[src/rtl/core/aabb_rq_pkg.sv]
// Shared types, constants and codes for the region overlap query block.
// Used by every module in rtl/core except aabb_rq_ram; depends on nothing else.
package aabb_rq_pkg;

    localparam int TABLE_DEPTH_DEF = 64;
    localparam int MAX_MATCHES_DEF = 8;

    localparam int CFG_W   = 7;
    localparam int COORD_W = 32;
    localparam int IDX_W   = 6;
    localparam int RN_W    = 6;
    localparam int BOUND_W = 33;
    localparam int MID_W   = 34;
    localparam int DIFF_W  = 35;
    localparam int MAG_W   = 34;
    localparam int HALF_W  = 17;
    localparam int PART_W  = MAG_W + HALF_W;
    localparam int SQ_W    = 2 * MAG_W;
    localparam int DIST_W  = SQ_W + 1;

    localparam int DRAIN_CYC = 5;
    localparam int DRAIN_W   = 3;

    localparam logic CMD_LOAD  = 1'b0;
    localparam logic CMD_QUERY = 1'b1;

    typedef enum logic [1:0] {
        MODE_3D,
        MODE_XZ,
        MODE_NEAR,
        MODE_NONE
    } t_mode;

    typedef struct packed {
        logic                       cmd;
        logic [IDX_W-1:0]           entry_index;
        logic                       entry_valid;
        logic signed [COORD_W-1:0]  corner_a_x;
        logic signed [COORD_W-1:0]  corner_a_y;
        logic signed [COORD_W-1:0]  corner_a_z;
        logic signed [COORD_W-1:0]  corner_b_x;
        logic signed [COORD_W-1:0]  corner_b_y;
        logic signed [COORD_W-1:0]  corner_b_z;
        logic signed [COORD_W-1:0]  pad_x;
        logic signed [COORD_W-1:0]  pad_y;
        logic signed [COORD_W-1:0]  pad_z;
    } t_in;

    typedef struct packed {
        logic              found;
        logic [RN_W-1:0]   region_number;
        logic              last_of_answer;
    } t_out;

    typedef struct packed {
        logic signed [COORD_W-1:0] min_x;
        logic signed [COORD_W-1:0] min_y;
        logic signed [COORD_W-1:0] min_z;
        logic signed [COORD_W-1:0] max_x;
        logic signed [COORD_W-1:0] max_y;
        logic signed [COORD_W-1:0] max_z;
    } t_box;

    localparam int BOX_W = $bits(t_box);

    typedef struct packed {
        logic  wr_entry;
        logic  cap_query;
        logic  rd_en;
        logic  emit;
        logic  last;
        t_mode mode;
    } t_dp_cmd;

    typedef struct packed {
        logic out_free;
        logic have_best;
    } t_dp_stat;

endpackage

[src/rtl/core/aabb_rq_ctrl.sv]
// Controller: request handshake, scan counter, drain wait and result sequencing.
// Also holds the scan-count register. Depends on aabb_rq_pkg.
module aabb_rq_ctrl #(
    parameter int TABLE_DEPTH = aabb_rq_pkg::TABLE_DEPTH_DEF,
    parameter int MAX_MATCHES = aabb_rq_pkg::MAX_MATCHES_DEF
) (
    input  logic                                        i_clk,
    input  logic                                        i_rst_n,
    input  logic                                        i_in_valid,
    input  logic                                        i_in_cmd,
    output logic                                        o_in_stall,
    input  logic                                        i_cfg_valid,
    input  logic [aabb_rq_pkg::CFG_W-1:0]               i_cfg_data,
    output logic                                        o_cfg_ready,
    input  aabb_rq_pkg::t_dp_stat                       i_stat,
    input  logic [$clog2(MAX_MATCHES + 1)-1:0]          i_cnt3,
    input  logic [$clog2(MAX_MATCHES + 1)-1:0]          i_cntxz,
    output aabb_rq_pkg::t_dp_cmd                        o_cmd,
    output logic [(TABLE_DEPTH > 1 ? $clog2(TABLE_DEPTH) : 1)-1:0] o_rd_addr,
    output logic [$clog2(MAX_MATCHES + 1)-1:0]          o_emit_k
);

    localparam int AW = TABLE_DEPTH > 1 ? $clog2(TABLE_DEPTH) : 1;
    localparam int SW = $clog2(TABLE_DEPTH + 1);
    localparam int KW = $clog2(MAX_MATCHES + 1);

    typedef enum logic [3:0] {
        ST_IDLE  = 4'b0001,
        ST_SCAN  = 4'b0010,
        ST_DRAIN = 4'b0100,
        ST_EMIT  = 4'b1000
    } t_state;

    t_state                       r_state, n_state;
    logic [aabb_rq_pkg::CFG_W-1:0] r_active;
    logic [SW-1:0]                r_scan, n_scan, scan_n;
    logic [aabb_rq_pkg::DRAIN_W-1:0] r_drain, n_drain;
    logic [KW-1:0]                r_k, n_k, r_cnt, n_cnt;
    aabb_rq_pkg::t_mode           r_mode, n_mode;
    logic                         accept, is_last;

    assign scan_n = (32'(r_active) > TABLE_DEPTH) ? SW'(TABLE_DEPTH) : SW'(r_active);
    assign accept = i_in_valid && (r_state == ST_IDLE);
    assign is_last = (r_k == r_cnt - KW'(1));

    always_comb begin
        n_state = r_state;
        n_scan  = r_scan;
        n_drain = r_drain;
        n_k     = r_k;
        n_cnt   = r_cnt;
        n_mode  = r_mode;
        o_cmd.wr_entry  = accept && (i_in_cmd == aabb_rq_pkg::CMD_LOAD);
        o_cmd.cap_query = accept && (i_in_cmd == aabb_rq_pkg::CMD_QUERY);
        o_cmd.rd_en     = 1'b0;
        o_cmd.emit      = 1'b0;
        o_cmd.last      = is_last;
        o_cmd.mode      = r_mode;
        case (r_state)
            ST_IDLE: begin
                if (o_cmd.cap_query) begin
                    n_state = ST_SCAN;
                    n_scan  = '0;
                end
            end
            ST_SCAN: begin
                if (r_scan == scan_n) begin
                    n_state = ST_DRAIN;
                    n_drain = '0;
                end else begin
                    o_cmd.rd_en = 1'b1;
                    n_scan      = r_scan + SW'(1);
                end
            end
            ST_DRAIN: begin
                if (r_drain == aabb_rq_pkg::DRAIN_W'(aabb_rq_pkg::DRAIN_CYC - 1)) begin
                    n_state = ST_EMIT;
                    n_k     = '0;
                    if (i_cnt3 != '0) begin
                        n_mode = aabb_rq_pkg::MODE_3D;
                        n_cnt  = i_cnt3;
                    end else if (i_cntxz != '0) begin
                        n_mode = aabb_rq_pkg::MODE_XZ;
                        n_cnt  = i_cntxz;
                    end else if (i_stat.have_best) begin
                        n_mode = aabb_rq_pkg::MODE_NEAR;
                        n_cnt  = KW'(1);
                    end else begin
                        n_mode = aabb_rq_pkg::MODE_NONE;
                        n_cnt  = KW'(1);
                    end
                end else begin
                    n_drain = r_drain + aabb_rq_pkg::DRAIN_W'(1);
                end
            end
            ST_EMIT: begin
                if (i_stat.out_free) begin
                    o_cmd.emit = 1'b1;
                    if (is_last) begin
                        n_state = ST_IDLE;
                    end else begin
                        n_k = r_k + KW'(1);
                    end
                end
            end
            default: begin
                n_state = ST_IDLE;
            end
        endcase
    end

    always_ff @(posedge i_clk) begin
        if (!i_rst_n) begin
            r_state  <= ST_IDLE;
            r_active <= '0;
            r_scan   <= '0;
            r_drain  <= '0;
            r_k      <= '0;
            r_cnt    <= '0;
            r_mode   <= aabb_rq_pkg::MODE_NONE;
        end else begin
            r_state <= n_state;
            r_scan  <= n_scan;
            r_drain <= n_drain;
            r_k     <= n_k;
            r_cnt   <= n_cnt;
            r_mode  <= n_mode;
            if (i_cfg_valid) begin
                r_active <= i_cfg_data;
            end
        end
    end

    assign o_in_stall  = (r_state != ST_IDLE);
    assign o_cfg_ready = 1'b1;
    assign o_rd_addr   = r_scan[AW-1:0];
    assign o_emit_k    = r_k;

endmodule

[config.mk]
export PLATFORM = sky130hd
export DESIGN_NAME = aabb_rq_ctrl
export DESIGN_NICKNAME = d
export VERILOG_FILES = /design/src/rtl/core/aabb_rq_pkg.sv /design/src/rtl/core/aabb_rq_ctrl.sv
export SDC_FILE = /design/constraint.sdc
export NUM_CORES = 1
export LEC_CHECK = 0
export ABC_AREA = 1
export ABC_CLOCK_PERIOD_IN_PS = 1700
export BUFFER_PORTS_ARGS = -buffer_cell sky130_fd_sc_hd__clkbuf_2
export CAP_MARGIN = 20
export CORE_MARGIN = 4
export CORE_UTILIZATION = 35
export DETAILED_ROUTE_END_ITERATION = 10
export PLACE_DENSITY = 0.61
export SETUP_SLACK_MARGIN = 0.15
export SLEW_MARGIN = 0
export SYNTH_ARGS = -nofsm -noshare
export SYNTH_HDL_FRONTEND = slang
export SYNTH_SLANG_ARGS = --single-unit
[constraint.sdc]
create_clock -name i_clk -period 1.7 [get_ports i_clk]
set_input_delay 0.34 -clock i_clk [delete_from_list [all_inputs] [get_ports i_clk]]
set_output_delay 0.34 -clock i_clk [all_outputs]
set_load 0.05 [all_outputs]
# == After elaboration in Yosys (flattened, before gate mapping) ==
# Cells that the tools add are included.
# totals
register_bits,31
inputBits,22
out_inout_bits,19
word_cells,68
# op_classes
addsub,4
n_lt_le_gt_ge,1
n_eq_ne,16
mux,26
bitwise_logic,1
n_reduce_logical,13
# ops
cell,n
4-bit two-way mux,10
7-bit two-way mux,3
"2-bit != test, second input constant",8
4-bit case mux with 4 select lines,1
7-bit case mux with 2 select lines,1
4-bit case mux with 2 select lines,1
4-bit nonzero test,2
"7-bit by 1-bit adder with 7-bit output, second input constant",1
7-bit equality test,1
"7-bit > comparator, second input constant",1
3-bit two-way mux,2
3-bit case mux with 2 select lines,1
3-bit AND reduction,2
2-bit nonzero test,3
1-bit two-way mux,5
5-bit AND reduction,1
"4-bit by 1-bit adder with 4-bit output, second input constant",1
"4-bit by 1-bit equality test with 1-bit output, second input constant",1
"4-bit by 2-bit equality test with 1-bit output, second input constant",1
"4-bit by 3-bit equality test with 1-bit output, second input constant",1
4-bit equality test,1
"4-bit equality test, second input constant",1
2-bit two-way mux,2
"4-bit by 1-bit != test with 1-bit output, second input constant",1
other kinds (7),9

# == Longest topological paths before layout ==
# Gate-level depths: netlist of the first run.
# logic_depth
word_depth,5
mapped_depth,15
ltp_nobuf,15

# == Least setup slack after synthesis of the first run ==
# OpenSTA, ideal clock, no wires.
# synth_timing
path_type,register -> output
startpoint,register r_state[3]
endpoint,output o_cmd[6] (netlist bit)
arrival_ns,1.394
t_required_ns,1.360
slack_ns,-0.034
path_stages_with_launch,6
n_path_buf,0
cell_sequence,dfxtp_1 > nor2_1 > inv_1 > nor3_4 > nand2_1 > nor2_1
# synth_lines
element,line_no,text
"start, declared",aabb_rq_ctrl.sv:34,"t_state r_state, n_state;"
"start signal, assigned",aabb_rq_ctrl.sv:122,r_state <= n_state;
"end, declared",aabb_rq_ctrl.sv:18,"output aabb_rq_pkg::t_dp_cmd o_cmd,"

==> results of run 1 <==
==> timing repair <==
item | 4_1_cts | 5_1_grt
pin swaps | 9 | 13
endpoints found under the setup margin | 22 | 24
gates resized for setup | 41 | 29
hold endpoints to repair | 0 | 0
setup buffers | 6 | 5
==> where the power goes <==
| group | internal, mW | switching (mW) |
|---|---|---|
| clock network | 0.369 | 0.270 |
| registers | 0.788 | 0.0541 |
| logic | 0.493 | 0.622 |
| total | 1.65 | 0.946 |
==> metrics by stage <==
stage	cell area [um^2]	worst slack (ns)	setup TNS, ns	hold slack, ns	power [mW]
4_1_cts	2580	-0.235	-0.547	0.277	2.54
3_5_place_dp	2290	-0.00229	-0.00229	0.469	1.65
3_3_place_gp	2290	-0.00139	-0.00139	0.460	1.64
2_1_floorplan	1920	0.0313	0	0.457	1.42
6_report	2710	-0.229	-1.14	0.285	2.60
5_1_grt	2710	-0.341	-3.93	0.303	2.75
==> sequential cells by signal (all words and copies together), names as in the netlist <==
signal    flops
r_cnt         4
r_active      7
r_state       4
r_mode        2
o_emit_k      4
r_scan        7
r_drain       3
==> layout make-up <==
| type | instances | area, um^2 |
|---|---|---|
| multi-input cells | 204 | 1140 |
| flip-flops and latches | 31 | 639 |
| clock buffers | 8 | 100 |
| fillers | 506 | 2460 |
| well taps | 70 | 87.6 |
| inverters | 46 | 186 |
| repair buffers | 71 | 549 |
==> final timing paths <==
| check | endpoint | slack, ns | cells past startpoint |
|---|---|---|---|
| setup / recovery | o_cmd[4] | -0.23 | 12 |
| hold / removal | r_active[0] | 0.29 | 3 |
| setup reg to reg | r_scan[3] | -0.08 | 16 |
| hold reg to reg | r_mode[0] | 0.48 | 2 |
==> logic make-up after synthesis <==
family	share of synthesized area
AND/OR/NAND/NOR	0.361
buffers and inverters	0.134
AO/OA/AOI/OAI	0.0983
flip-flops	0.330
XOR/XNOR	0.0419
adder cells (fa/ha/maj)	0.0332
other	0.00199
==> cell usage in the layout (no fill, tap or decap), drive strengths merged, types with 7 or more instances in the layout <==
cell    instances
a21oi          16
buf            36
clkbuf         43
dfxtp          31
inv            44
nand2          68
nand3          23
nor2           50
nor3            7
o21ai          15
==> critical path, delay by kind of cell (launching register included) <==
| kind | cells | cell delay, ns |
|---|---|---|
| flops | 1 | 0.37 |
| simple gates | 9 | 0.66 |
| buf+inv | 3 | 0.28 |
==> routing by layer <==
| metal | track usage | up-vias | routed length (um) | part of all wire |
|---|---|---|---|---|
| met1 | 0.176 | 873 | 2140 | 0.46 |
| met5 | 0 | - | 0 | 0 |
| li1 | - | 1039 | - | - |
| met2 | 0.261 | 33 | 2260 | 0.49 |
| met3 | 0.0322 | 6 | 183 | 0.039 |
| met4 | 0.0524 | 0 | 70 | 0.015 |
==> run_results.csv, run 1 <==
group,metric,value,unit
routing,vias,1951,
critical_path,startpoint,"r_active[6]",
layout,final_cells,430,
cts,cts_root_buf,"clkbuf_8",
routing,drc,0,
layout,final_nets,386,
power,powerDensity,959,nW/um^2
floorplan,ios,41,
cts,cts_tree,"built",
routing,viasPerCell,4.54,
timing,drv_slew,0,
timing,final_hold_viol_count,0,
synth,synth_enable_flop_cells,0,
synth,synth_nets,319,
synth,ys_top_cells_by_area,"dfxtp_1 33%, nand2_1 13%, nor2_1 9.6%",
power,leakage,1.25,nW
synth,syn_avg_cell_area,6.45,um^2
floorplan,rows,26,
timing,fin_ws,-0.229,ns
routing,ant_nets,0,
synth,synth_top_area_frac,0.330,
routing,dr.first_iter.drc_count,59,
timing,rsz0062_at_grt,"yes",
global_routing,grt_max_degree,16,
synth,synth_ff_type,"dfxtp_1",
critical_path,worstPathArrival,1.59,ns
status,outcome,"complete, but fails checks",
critical_path,cp.required,1.36,ns
critical_path,slowest_delay,0.37,ns
routing,wl_per_cell,10.8,um
cts,post_cts_hold_buffer_count,0,
synth,synth_cells,292,
synth,synth_area_leader_cell,"dfxtp_1",
timing,fin_skew,0.00621,ns
floorplan,die-height,81.4,um
timing,worstMarginPinSlew,0.550,ns
cts,cts_num_sinks,31,
timing,slew_headroom,0.633,
worst_hold_path,min_path_type,"input pin to register",
power,peakVddDrop,0.466,mV
layout,areaGrowthSynthToFinish,43.8,%
critical_path,r2r_start,"r_active[6]",
routing,dr.pass1.iters,4,
routing,totalWireLength,4650,um
timing,timing.fmax,0.518,GHz
synth,synth_warnings,0,
job,maxCapViolations,0,
critical_path,cp_slowest_cell,"dfxtp_4",
cts,clk_pin_slew_worst_paths,0.06,ns
global_routing,grt_first_pass_wirelength,7660,um
global_routing,grt_overflow,0,
timing,min_period,1.93,ns
synth,ys_seq_area_frac,0.330,
status,failed_checks,"negative setup slack",
synth,ys_ff_latch,31,
cts,clock_path_buffers,2,
synth,synth_most_common_cell,"nand2_1",
layout,drive_above_1_share,0.375,
critical_path,crit_top_cell,"nand2_1",
critical_path,path_class,"register to output pin",
floorplan,dieWidth,81.4,um
floorplan,start_util,0.364,
global_routing,grt_pass1_vias,1816,
synth,synth-async-reset-ratio,0,
synth,synth_commonest_cells,"65 x nand2_1, 48 x nor2_1, 44 x inv_1",
synth,ys_types,31,
cts,cts_max_level,2,
global_routing,antenna_found_initial,0,
critical_path,path_max_fanout,9,
cts,clk_latency,0.28,ns
timing,timing.final.crit_share,1.13,
floorplan,die_area,6620,um^2
cts,cts_buffers,5,
floorplan,core-area,5170,um^2
layout,fin_util,0.523,
global_routing,grt_usage,0.148,
synth,synth_area,1880,um^2
placement,port_buffers,39,
critical_path,start_kind,"register",
placement,dp_hpwl,3450,um
timing,setup_violations,17,
placement,place_inst,411,
worst_hold_path,worstHoldStart,"i_cfg_data[0]",
placement,gp_congestion,0.830,
critical_path,crit_chain,"inv_6, nand2_2, nand2_1, nor2_1, nand2_1, nor2_1, nand2_1, nor2_2, nand2_2, nand2_4, clkinvlp_4, buf_8",
critical_path,cp-end-kind,"output pin",
layout,antenna_cells,0,
Note: power is estimated with default switching activity, not from simulation.
==> inputs of run 2 (changes only) <==
--- a/config.mk
+++ b/config.mk
@@ -7,7 +7,7 @@
 export LEC_CHECK = 0
 export ABC_AREA = 1
 export ABC_CLOCK_PERIOD_IN_PS = 1700
-export BUFFER_PORTS_ARGS = -buffer_cell sky130_fd_sc_hd__clkbuf_2
+export BUFFER_PORTS_ARGS = -buffer_cell sky130_fd_sc_hd__buf_2
 export CAP_MARGIN = 20
 export CORE_MARGIN = 4
 export CORE_UTILIZATION = 35
==> run_results.csv, run 2 (synthesized netlist as in run 1, its figures left out) <==
group,metric,value,unit
status,outcome,"complete, but fails checks",
status,failed_checks,"negative setup slack",
layout,mostFrequentLayoutCells,"54 x nand2_1, 41 x nor2_1, 34 x inv_1, 33 x buf_2, 24 x buf_4",
critical_path,cp_slowest_cell,"dfxtp_4",
timing,drv_slew,0,
critical_path,path_class,"register to output pin",
global_routing,grt_first_pass_wirelength,7540,um
global_routing,grt_pass1_vias,1779,
critical_path,crit_top_cell,"nand2_1",
layout,layout_commonest_cell,"nand2_1",
layout,multi_input_area,1190,um^2
layout,drive_above_1_share,0.408,
cts,cts_num_sinks,31,
routing,ant_nets,0,
timing,min_period,1.92,ns
timing,rsz0062_at_grt,"yes",
global_routing,grt_usage,0.145,
power,power_frac_clock,0.283,
power,power.share.switching,0.361,
power,power_frac_comb,0.406,
power,peakVddDrop,0.452,mV
floorplan,core-area,5170,um^2
layout,seq_area,641,um^2
global_routing,antenna_found_initial,0,
cts,cts_max_level,2,
timing,slew_headroom,0.595,
cts,clk_latency,0.28,ns
timing,timing.final.crit_share,1.13,
cts,cts_root_buf,"clkbuf_8",
routing,wl_per_cell,11.1,um
layout,fin_util,0.531,
global_routing,met2_usage,0.242,
layout,areaGrowthSynthToFinish,45.9,%
critical_path,path_max_fanout,8,
floorplan,rows,26,
floorplan,start_util,0.364,
cts,post_cts_hold_buffer_count,0,
routing,viasPerCell,4.60,
cts,cts_buffers,5,
global_routing,grt_max_degree,16,
floorplan,die-height,81.4,um
timing,final_hold_viol_count,0,
global_routing,met1_usage,0.177,
global_routing,grt-busiest-layer,"met2",
timing,setup_tns,-1.05,ns
critical_path,start_kind,"register",
power,powerDensity,980,nW/um^2
power,p_int,1.72,mW
timing,fin_skew,0.00895,ns
critical_path,critPathTopFamily,"simple AND/OR/NAND/NOR gates",
critical_path,slowest_delay,0.38,ns
routing,totalWireLength,4760,um
floorplan,die_area,6620,um^2
layout,antenna_cells,0,
placement,port_buffers,39,
global_routing,grt_overflow,0,
critical_path,worstPathArrival,1.58,ns
placement,dp_hpwl,3460,um
cts,clk_pin_slew_worst_paths,0.07,ns
power,leakage,1.26,nW
power,pwr-share-seq,0.312,
timing,timing.fmax,0.521,GHz
global_routing,met3_usage,0.0366,
routing,dr.pass1.iters,4,
floorplan,ios,41,
placement,gp_congestion,0.841,
routing,dr.first_iter.drc_count,61,
worst_hold_path,min_path_type,"input pin to register",
layout,final_nets,386,
timing,fin_ws,-0.219,ns
floorplan,dieWidth,81.4,um
critical_path,path_buf_inv,3,
timing,worstMarginPinSlew,0.606,ns
timing,setup_violations,14,
cts,clock_path_buffers,2,
power,power.switching,0.973,mW
critical_path,cp.required,1.36,ns
routing,vias,1978,
cts,cts_tree,"built",
critical_path,crit_chain,"inv_6, nand2_2, nand2_1, nor2_1, nand2_1, nor2_1, nand2_1, nor2_2, nand2_2, nand2_4, clkinvlp_4, buf_8",
job,maxCapViolations,0,
routing,drc,0,
layout,fillers,508,
layout,top_regs,"r_active: 7 flops, r_scan: 7 flops",
critical_path,cp-end-kind,"output pin",
run 2: timing repair:
action	4_1_cts	5_1_grt
gates resized for setup	53	29
buffers inserted	11	4
endpoints found under the hold margin	0	0
endpoints found under the setup margin	23	25
pin swaps	8	10
run 2: stage by stage:
stage	hold WS [ns]	std cells	worst slack [ns]	power, mW	instance area [um^2]
after floorplan	0.457	292	0.0313	1.42	1920
after global placement	0.456	407	0.0166	1.63	2260
after detailed placement	0.458	407	-0.000786	1.63	2260
after CTS	0.271	426	-0.217	2.61	2610
after global routing	0.283	430	-0.349	2.85	2750
final	0.276	430	-0.219	2.69	2750
run 2: final cells by class:
| class | instances | area share |
|---|---|---|
| clock inverters | 2 | 0.0128 |
| repair buffers | 71 | 0.189 |
| flip-flops and latches | 31 | 0.233 |
| inverters | 46 | 0.0697 |
| well taps | 70 | 0.0319 |
| multi-input cells | 204 | 0.434 |
| clock buffers | 6 | 0.0301 |
run 2: path summary, 6_finish.rpt:
path                      start          end  slack (ns)  cells past startpoint
setup / recovery    r_active[6]     o_cmd[4]       -0.22                     12
hold / removal    i_cfg_data[2]  r_active[2]        0.28                      3
setup reg to reg       r_cnt[0]  o_emit_k[2]       -0.13                     16
hold reg to reg        r_cnt[3]     r_cnt[3]        0.48                      2
run 2: power groups by stage:
| stage | registers [mW] | clock network, mW | logic, mW |
|---|---|---|---|
| final | 0.839 | 0.761 | 1.09 |
| after global routing | 0.848 | 0.816 | 1.18 |
| after CTS | 0.836 | 0.780 | 0.990 |
| after detailed placement | 0.844 | 0 | 0.791 |
| after global placement | 0.842 | 0 | 0.788 |
| after floorplan | 0.868 | 0 | 0.552 |
run 2: layer usage:
| layer | part of all wire | vias to the layer above | routed length, um |
|---|---|---|---|
| met2 | 0.49 | 34 | 2310 |
| met1 | 0.46 | 896 | 2190 |
| met4 | 0.012 | 0 | 57 |
| li1 | - | 1041 | - |
| met3 | 0.042 | 7 | 200 |
| met5 | 0 | - | 0 |
run 2: worst register-to-register path: cells and delay by family (launching register included):
| family | cells | cell delay (ns) |
|---|---|---|
| fa+ha+maj | 1 | 0.26 |
| flops | 1 | 0.34 |
| simple gates | 11 | 0.75 |
| buf+inv | 4 | 0.36 |
